===== src/rtl/core/gras_pkg.sv =====
`timescale 1ns / 1ps
`default_nettype none
// ----------------------------------------------------------------------------
// gras_pkg
// Shared types and constants for the glyph ROM address stream block.
// ----------------------------------------------------------------------------
package gras_pkg;

    // Glyph kinds
    localparam logic [1:0] KIND_WIDE   = 2'd0;  // 16x16, 32 bytes
    localparam logic [1:0] KIND_NARROW = 2'd1;  // 8x16, 16 bytes
    localparam logic [1:0] KIND_SMALL  = 2'd2;  // 5x7, 8 bytes

    // Register map (byte addresses)
    localparam logic [1:0] REG_FONT_MODE = 2'd0;

    // Byte classes
    localparam logic [7:0] HANZI_LEAD_LO  = 8'hB0;
    localparam logic [7:0] HANZI_LEAD_HI  = 8'hF7;
    localparam logic [7:0] SYMBOL_LEAD_LO = 8'hA1;
    localparam logic [7:0] SYMBOL_LEAD_HI = 8'hA3;
    localparam logic [7:0] TRAIL_LO       = 8'hA1;
    localparam logic [7:0] PRINT_LO       = 8'h20;
    localparam logic [7:0] PRINT_HI       = 8'h7E;

    // Glyph table geometry
    localparam logic [12:0] GB_ROW_LEN     = 13'd94;
    localparam logic [12:0] HANZI_IDX_BASE = 13'd846;
    localparam logic [23:0] ASCII_WIDE_BASE  = 24'h03CF80;
    localparam logic [23:0] ASCII_SMALL_BASE = 24'h03BFC0;

    // Column advance per glyph kind
    localparam logic [7:0] ADV_WIDE   = 8'd16;
    localparam logic [7:0] ADV_NARROW = 8'd8;
    localparam logic [7:0] ADV_SMALL  = 8'd6;

    typedef struct packed {
        logic [7:0] text_byte;
        logic       first_byte;
        logic [7:0] start_column;
        logic [2:0] start_page;
        logic       last_byte;
    } t_item;

    typedef struct packed {
        logic [7:0] held_lead;
        logic       lead_pending;
        logic [7:0] cursor_column;
        logic [2:0] cursor_page;
        logic       string_active;
    } t_state;

    typedef struct packed {
        logic [23:0] rom_address;
        logic [1:0]  glyph_kind;
        logic [7:0]  glyph_column;
        logic [2:0]  glyph_page;
    } t_result;

endpackage
`default_nettype wire


===== src/rtl/core/gras_decode.sv =====
`timescale 1ns / 1ps
`default_nettype none
// ----------------------------------------------------------------------------
// gras_decode
// Classifies one text byte against the cursor state, forms the glyph ROM
// address and produces the next cursor state.
// ----------------------------------------------------------------------------
module gras_decode
    import gras_pkg::*;
(
    input  wire t_item   i_item,
    input  wire t_state  i_state,
    input  wire          i_font_mode,
    output t_state       o_state,
    output t_result      o_result,
    output logic         o_emit
);

    logic [7:0]  b;
    logic        b_hanzi_lead;
    logic        b_symbol_lead;
    logic        b_printable;
    logic        held_hanzi;
    logic [7:0]  lead_off;
    logic [7:0]  trail_off;
    logic [7:0]  asc_off;
    logic [12:0] wide_idx;
    logic [23:0] wide_addr;
    logic [23:0] narrow_addr;
    logic [23:0] small_addr;

    // Byte classification
    assign b             = i_item.text_byte;
    assign b_hanzi_lead  = (b >= HANZI_LEAD_LO) && (b <= HANZI_LEAD_HI);
    assign b_symbol_lead = (b >= SYMBOL_LEAD_LO) && (b <= SYMBOL_LEAD_HI);
    assign b_printable   = (b >= PRINT_LO) && (b <= PRINT_HI);

    // Double-byte glyph index: row * 94 + cell, hanzi rows after the symbols
    assign held_hanzi = (i_state.held_lead >= HANZI_LEAD_LO);
    assign lead_off   = held_hanzi ? (i_state.held_lead - HANZI_LEAD_LO)
                                   : (i_state.held_lead - SYMBOL_LEAD_LO);
    assign trail_off  = b - TRAIL_LO;
    assign wide_idx   = 13'(lead_off[6:0]) * GB_ROW_LEN + 13'(trail_off[6:0])
                      + (held_hanzi ? HANZI_IDX_BASE : 13'd0);
    assign wide_addr  = 24'({wide_idx, 5'b0});

    // Single-byte glyphs
    assign asc_off     = b - PRINT_LO;
    assign narrow_addr = 24'({asc_off[6:0], 4'b0}) + ASCII_WIDE_BASE;
    assign small_addr  = 24'({asc_off[6:0], 3'b0}) + ASCII_SMALL_BASE;

    // Sequencing of one byte
    always_comb begin
        t_state     st;
        logic [7:0] adv;
        st     = i_state;
        adv    = 8'd0;
        o_emit = 1'b0;
        o_result.rom_address = 24'd0;
        o_result.glyph_kind  = KIND_WIDE;

        // string start reloads the cursor
        if (i_item.first_byte) begin
            st.cursor_column = i_item.start_column;
            st.cursor_page   = i_item.start_page;
            st.lead_pending  = 1'b0;
            st.string_active = 1'b1;
        end

        o_result.glyph_column = st.cursor_column;
        o_result.glyph_page   = st.cursor_page;

        if (st.string_active) begin
            if (b == 8'd0) begin
                st.lead_pending  = 1'b0;
                st.string_active = 1'b0;
            end else begin
                if (i_font_mode) begin
                    st.lead_pending = 1'b0;
                    if (b_printable) begin
                        o_emit = 1'b1;
                        o_result.rom_address = small_addr;
                        o_result.glyph_kind  = KIND_SMALL;
                        adv = ADV_SMALL;
                    end
                end else if (st.lead_pending && (b >= TRAIL_LO)) begin
                    st.lead_pending = 1'b0;
                    o_emit = 1'b1;
                    o_result.rom_address = wide_addr;
                    o_result.glyph_kind  = KIND_WIDE;
                    adv = ADV_WIDE;
                end else begin
                    // no valid trail: drop any held lead, take byte afresh
                    st.lead_pending = 1'b0;
                    if (b_hanzi_lead || b_symbol_lead) begin
                        st.held_lead    = b;
                        st.lead_pending = 1'b1;
                    end else if (b_printable) begin
                        o_emit = 1'b1;
                        o_result.rom_address = narrow_addr;
                        o_result.glyph_kind  = KIND_NARROW;
                        adv = ADV_NARROW;
                    end
                end

                if (i_item.last_byte) begin
                    st.lead_pending  = 1'b0;
                    st.string_active = 1'b0;
                end
            end
        end

        st.cursor_column = st.cursor_column + adv;
        o_state = st;
    end

endmodule
`default_nettype wire


===== src/rtl/core/glyph_rom_address_stream.sv =====
`timescale 1ns / 1ps
`default_nettype none
// A byte passes the input register, then the result register, before its glyph
// is valid on the result channel.
// Throughput: one text byte per cycle; a byte that yields a glyph waits in the
// input register only while the result register holds a stalled glyph.
// Reset (synchronous, active low) clears the cursor state, the held lead,
// the font mode and both valid flags.
// ----------------------------------------------------------------------------
// glyph_rom_address_stream
// Turns a GB2312/ASCII byte stream into font ROM glyph addresses with the
// display column and page of each glyph.
// ----------------------------------------------------------------------------
module glyph_rom_address_stream
    import gras_pkg::*;
(
    input  wire         i_clk,
    input  wire         i_rst_n,

    // config port
    input  wire         psel,
    input  wire         penable,
    input  wire         pwrite,
    input  wire  [1:0]  paddr,
    input  wire  [31:0] pwdata,
    output logic [31:0] prdata,
    output logic        pready,

    // input channel
    input  wire         i_valid,
    output logic        o_ready,
    input  wire  [7:0]  i_text_byte,
    input  wire         i_first_byte,
    input  wire  [7:0]  i_start_column,
    input  wire  [2:0]  i_start_page,
    input  wire         i_last_byte,

    // result channel
    output logic        o_valid,
    input  wire         i_ready,
    output logic [23:0] o_rom_address,
    output logic [1:0]  o_glyph_kind,
    output logic [7:0]  o_glyph_column,
    output logic [2:0]  o_glyph_page
);

    logic    r_font_mode;
    logic    r_item_valid;
    t_item   r_item;
    t_state  r_state;
    logic    r_out_valid;
    t_result r_result;

    t_state  n_state;
    t_result dec_result;
    logic    dec_emit;
    logic    out_free;
    logic    advance;
    logic    cfg_write;

    // Register access
    assign pready    = 1'b1;
    assign cfg_write = psel && penable && pwrite && (paddr == REG_FONT_MODE);
    assign prdata    = (paddr == REG_FONT_MODE) ? {31'd0, r_font_mode} : 32'd0;

    always_ff @(posedge i_clk) begin
        if (!i_rst_n) begin
            r_font_mode <= 1'b0;
        end else if (cfg_write) begin
            r_font_mode <= pwdata[0];
        end
    end

    // Decode of the registered byte
    gras_decode u_decode (
        .i_item      (r_item),
        .i_state     (r_state),
        .i_font_mode (r_font_mode),
        .o_state     (n_state),
        .o_result    (dec_result),
        .o_emit      (dec_emit)
    );

    // Handshake: a byte without a glyph moves on even if the result is stalled
    assign out_free = !r_out_valid || i_ready;
    assign advance  = r_item_valid && (!dec_emit || out_free);
    assign o_ready  = !r_item_valid || advance;

    // Control registers
    always_ff @(posedge i_clk) begin
        if (!i_rst_n) begin
            r_item_valid <= 1'b0;
            r_out_valid  <= 1'b0;
            r_state      <= '0;
        end else begin
            if (o_ready) begin
                r_item_valid <= i_valid;
            end
            if (advance) begin
                r_state <= n_state;
            end
            if (advance && dec_emit) begin
                r_out_valid <= 1'b1;
            end else if (i_ready) begin
                r_out_valid <= 1'b0;
            end
        end
    end

    // Payload registers
    always_ff @(posedge i_clk) begin
        if (o_ready && i_valid) begin
            r_item.text_byte    <= i_text_byte;
            r_item.first_byte   <= i_first_byte;
            r_item.start_column <= i_start_column;
            r_item.start_page   <= i_start_page;
            r_item.last_byte    <= i_last_byte;
        end
        if (advance && dec_emit) begin
            r_result <= dec_result;
        end
    end

    assign o_valid        = r_out_valid;
    assign o_rom_address  = r_result.rom_address;
    assign o_glyph_kind   = r_result.glyph_kind;
    assign o_glyph_column = r_result.glyph_column;
    assign o_glyph_page   = r_result.glyph_page;

endmodule
`default_nettype wire

===== config.mk =====
export PLATFORM = sky130hd
export DESIGN_NAME = glyph_rom_address_stream
export DESIGN_NICKNAME = d
export VERILOG_FILES = /design/src/rtl/core/gras_pkg.sv /design/src/rtl/core/gras_decode.sv /design/src/rtl/core/glyph_rom_address_stream.sv
export SDC_FILE = /design/constraint.sdc
export NUM_CORES = 1
export LEC_CHECK = 0
export ABC_AREA = 1
export BUFFER_PORTS_ARGS = -buffer_cell sky130_fd_sc_hd__buf_2
export CAP_MARGIN = 10
export CORE_MARGIN = 3
export CORE_UTILIZATION = 55
export CTS_CLUSTER_DIAMETER = 40
export DETAILED_ROUTE_END_ITERATION = 8
export PLACE_DENSITY = 0.82
export SYNTH_ARGS = -nofsm -noshare
export SYNTH_HDL_FRONTEND = slang
export SYNTH_SLANG_ARGS = --single-unit

===== constraint.sdc =====
create_clock -name i_clk -period 6.1 [get_ports i_clk]
set_input_delay 0.61 -clock i_clk [delete_from_list [all_inputs] [get_ports i_clk]]
set_output_delay 0.61 -clock i_clk [all_outputs]
set_load 0.005 [all_outputs]

==> flow_metrics.py <==
metrics = {
    "global_routing": {
        "grt_pass1_vias": 4053,
        "grt_overflow": 0,
        "antenna_found_initial": 0,
        "grt_pass1_wl_mm": 17.8,
        "grtUsageTotal_pct": 19.3,
        "grt_max_degree": 29,
    },
    "pwr": {
        "pwr-share-seq_pct": 22.2,
        "swShare_pct": 45.9,
        "p_leak_nw": 3.04,
        "peakVddDrop_mv": 0.310,
        "pwr-share-comb_pct": 62.3,
        "netSwitchingPower_mw": 1.17,
        "p_clk_share_pct": 15.5,
        "power.density_mw_per_mm2": 425,
        "p_int_mw": 1.38,
        "finalPower_mw": 2.55,
    },
    "cells_and_area": {
        "n_antenna_cell": 0,
        "layout_commonest_cell": "nand2_1",
        "syn2layout_area_growth_pct": 8.44,
        "fin_nets": 850,
        "drive_above_1_share_pct": 16.0,
        "final_cell_mix": "nand2_1, inv_1, buf_2",
    },
    "hold_path": {
        "holdPathEnd": "r_item[4]",
        "min_path_cells": 1,
        "hp-class": "primary input to flop",
        "hp-start": "i_start_column[0]",
    },
    "setup_path": {
        "cp_data_required_time_ps": 6190,
        "r2r_end": "o_rom_address[17]",
        "critPathLaunchType": "flop",
        "critPathSlowestCell": "fa_1",
        "rrSetupSlack_ps": 470,
        "rr_worst_depth": 28,
        "r2r_start": "r_state[17]",
        "cp_max_fo": 6,
        "cp_common_cell": "nand2_1",
        "cp-end-kind": "flop",
        "cp.arrival_ps": 5720,
        "critPathKind": "flop to flop",
        "critPathMaxStageDelay_ps": 540,
    },
    "sta": {
        "layout_min_cycle_time_ps": 5630,
        "slew_headroom_pct": 30.5,
        "worst_pin_slew_ps": 1040,
        "fmax_ghz": 0.178,
        "rsz0062_at_grt": "no",
        "report.final.slew_viol_count": 0,
        "setup_viol": 0,
        "finClkSkew_ps": 13.5,
        "fin_setup_tns_ps": 0,
        "fin_crit_sh_pct": 92.2,
        "setup_slack_ps": 474,
        "hold_violations": 0,
    },
    "detailed_routing": {
        "dr.pass1.iters": 5,
        "wl_per_cell_um": 12.7,
        "vias": 4253,
        "routed_wl_mm": 10.8,
        "drtIter0Drc": 231,
        "postRouteAntennaNets": 0,
        "drc_errors": 0,
        "routed_via_density": 4.99,
    },
    "clock_tree": {
        "cts_buffers": 9,
        "cts_tree": "yes",
        "clock-sinks": 73,
        "cts_root_buffer": "clkbuf_8",
        "post_cts_buffers": 0,
        "htreeDepth": 3,
        "clock_path_buffers": 2,
        "clkTransAtPathRegs_ps": 80,
        "clk_latency_ps": 350,
        "postCtsHoldBufs": 0,
    },
    "logic_synthesis": {
        "synthFlopType": "edfxtp_1",
        "synth_top_area_cell": "edfxtp_1",
        "synth.area.top_cells": "edfxtp_1, ha_1, nand2_1",
        "yosys_warnings": 0,
        "async_flop_share_pct": 0,
        "synth_cell_type_count": 42,
        "netlist.area_leader.share_pct": 26.6,
        "synth_edf_count": 49,
        "seq_area_frac_synth_pct": 35.3,
        "avgSynthCellArea_um2": 8.45,
        "ys_ff_latch": 73,
        "synth.cell_area_mm2": 0.00553,
        "syn_inst": 655,
    },
    "die": {
        "io_pins": 134,
        "core_mm2": 0.00950,
        "start_util_pct": 58.2,
        "die_area_mm2": 0.0113,
        "die_width_um": 106,
        "fp-row-count": 35,
        "dieHeight_um": 106,
    },
    "placement": {
        "post-dp-hpwl_mm": 8.62,
        "pre_cts_ws_ps": 444,
        "gp_congestion": 0.888,
        "io_buffer_count": 61,
    },
    "flow_run": {
        "maxCapViolations": 0,
    },
    "status": {
        "status": "complete, no violations",
    },
}
## synthesized netlist by cell type (2+ instances only)
master / number
a21o_1: 2
a21oi_1: 21
a22oi_1: 2
a31oi_1: 3
buf_4: 41
buf_6: 3
clkbuf_1: 3
conb_1: 2
dfxtp_1: 24
edfxtp_1: 49
fa_1: 17
ha_1: 53
inv_1: 97
inv_2: 4
nand2_1: 144
nand2_2: 4
nand2_4: 3
nand3_1: 25
nand3_4: 2
nand3b_1: 2
nand4_1: 3
nor2_1: 54
nor2_2: 14
nor2_4: 2
nor3_1: 4
o21ai_0: 17
o21ai_1: 11
o21bai_1: 3
o22ai_1: 3
or2_2: 3
xnor2_1: 7
xor2_1: 23
## how the worst max path moves through the flow
stage / start / end / slack [ps] / depth (start not counted)
2_1_floorplan: r_state[17] / o_rom_address[17] / 910 / 28
3_5_place_dp: r_state[17] / o_rom_address[17] / 440 / 29
4_1_cts: r_state[17] / o_rom_address[17] / 420 / 29
5_1_grt: r_state[17] / o_rom_address[17] / 30 / 29
3_3_place_gp: r_state[17] / o_rom_address[17] / 620 / 29
6_report: r_state[17] / o_rom_address[17] / 470 / 28
## worst max-delay path: cells and delay by family (launching register included)
| family | cells | cell delay [ps] |
|---|---|---|
| buf+inv | 5 | 460 |
| fa+ha+maj | 7 | 2530 |
| compound gates | 2 | 550 |
| flops | 1 | 370 |
| xor+xnor | 1 | 170 |
| simple gates | 13 | 1280 |
## metal layers
metal  share of wire [%]  GRT usage [%]  vias up
li1                    -              -     2131
met1                  44           25.0     1943
met2                  48           32.9      163
met3                 6.6           2.98       16
met4                 1.5           6.57        0
met5                   0              0        -
## power groups by stage
stage / sequential [mW] / clock [mW] / combinational [mW]
floorplan: 0.571 / 0 / 1.28
global placement: 0.575 / 0 / 1.49
detailed placement: 0.576 / 0 / 1.56
CTS: 0.564 / 0.403 / 1.57
global route: 0.567 / 0.421 / 1.81
finish: 0.565 / 0.395 / 1.59
## cell families (layout without fill, tap and decap cells)
kind of cell / count (synthesis) / after routing / share of synthesized area [%]
compound gates: 67 / 67 / 6.81
simple gates: 262 / 262 / 21.1
other cells: 2 / 41 / 0.136
xor+xnor: 30 / 30 / 4.75
flops: 73 / 73 / 35.3
buf+inv: 151 / 180 / 13.8
fa+ha+maj: 70 / 70 / 18.1
## what timing repair did
action | in CTS | in global routing
resized for setup | 0 | 3
hold endpoints to repair | 0 | 0
endpoints found under the setup margin | 0 | 1
## per-stage QoR
step | cells | hold WS (ps) | area [um^2] | util [%]
floorplan | 694 | 443 | 5680 | -
global placement | 836 | 455 | 5780 | 60.8
detailed placement | 836 | 458 | 5780 | 60.8
CTS | 852 | 423 | 5990 | 63.0
global route | 852 | 418 | 6000 | 63.1
finish | 852 | 430 | 6000 | 63.1
## state kept, by name (all words and copies together), names as in the netlist
register,count
r_item,21
r_state,21
o_rom_address,15
o_glyph_column,8
o_glyph_page,3
o_glyph_kind,2
o_valid,1
r_font_mode,1
r_item_valid,1
## cell type report
class	instances	area [um^2]
clock buffers	11	151
clock inverters	5	61.3
fillers	793	3500
flip-flops and latches	73	1950
well taps	129	161
multi-input cells	470	2970
inverters	102	388
repair buffers	62	313
(Power assumes the default switching activity.)
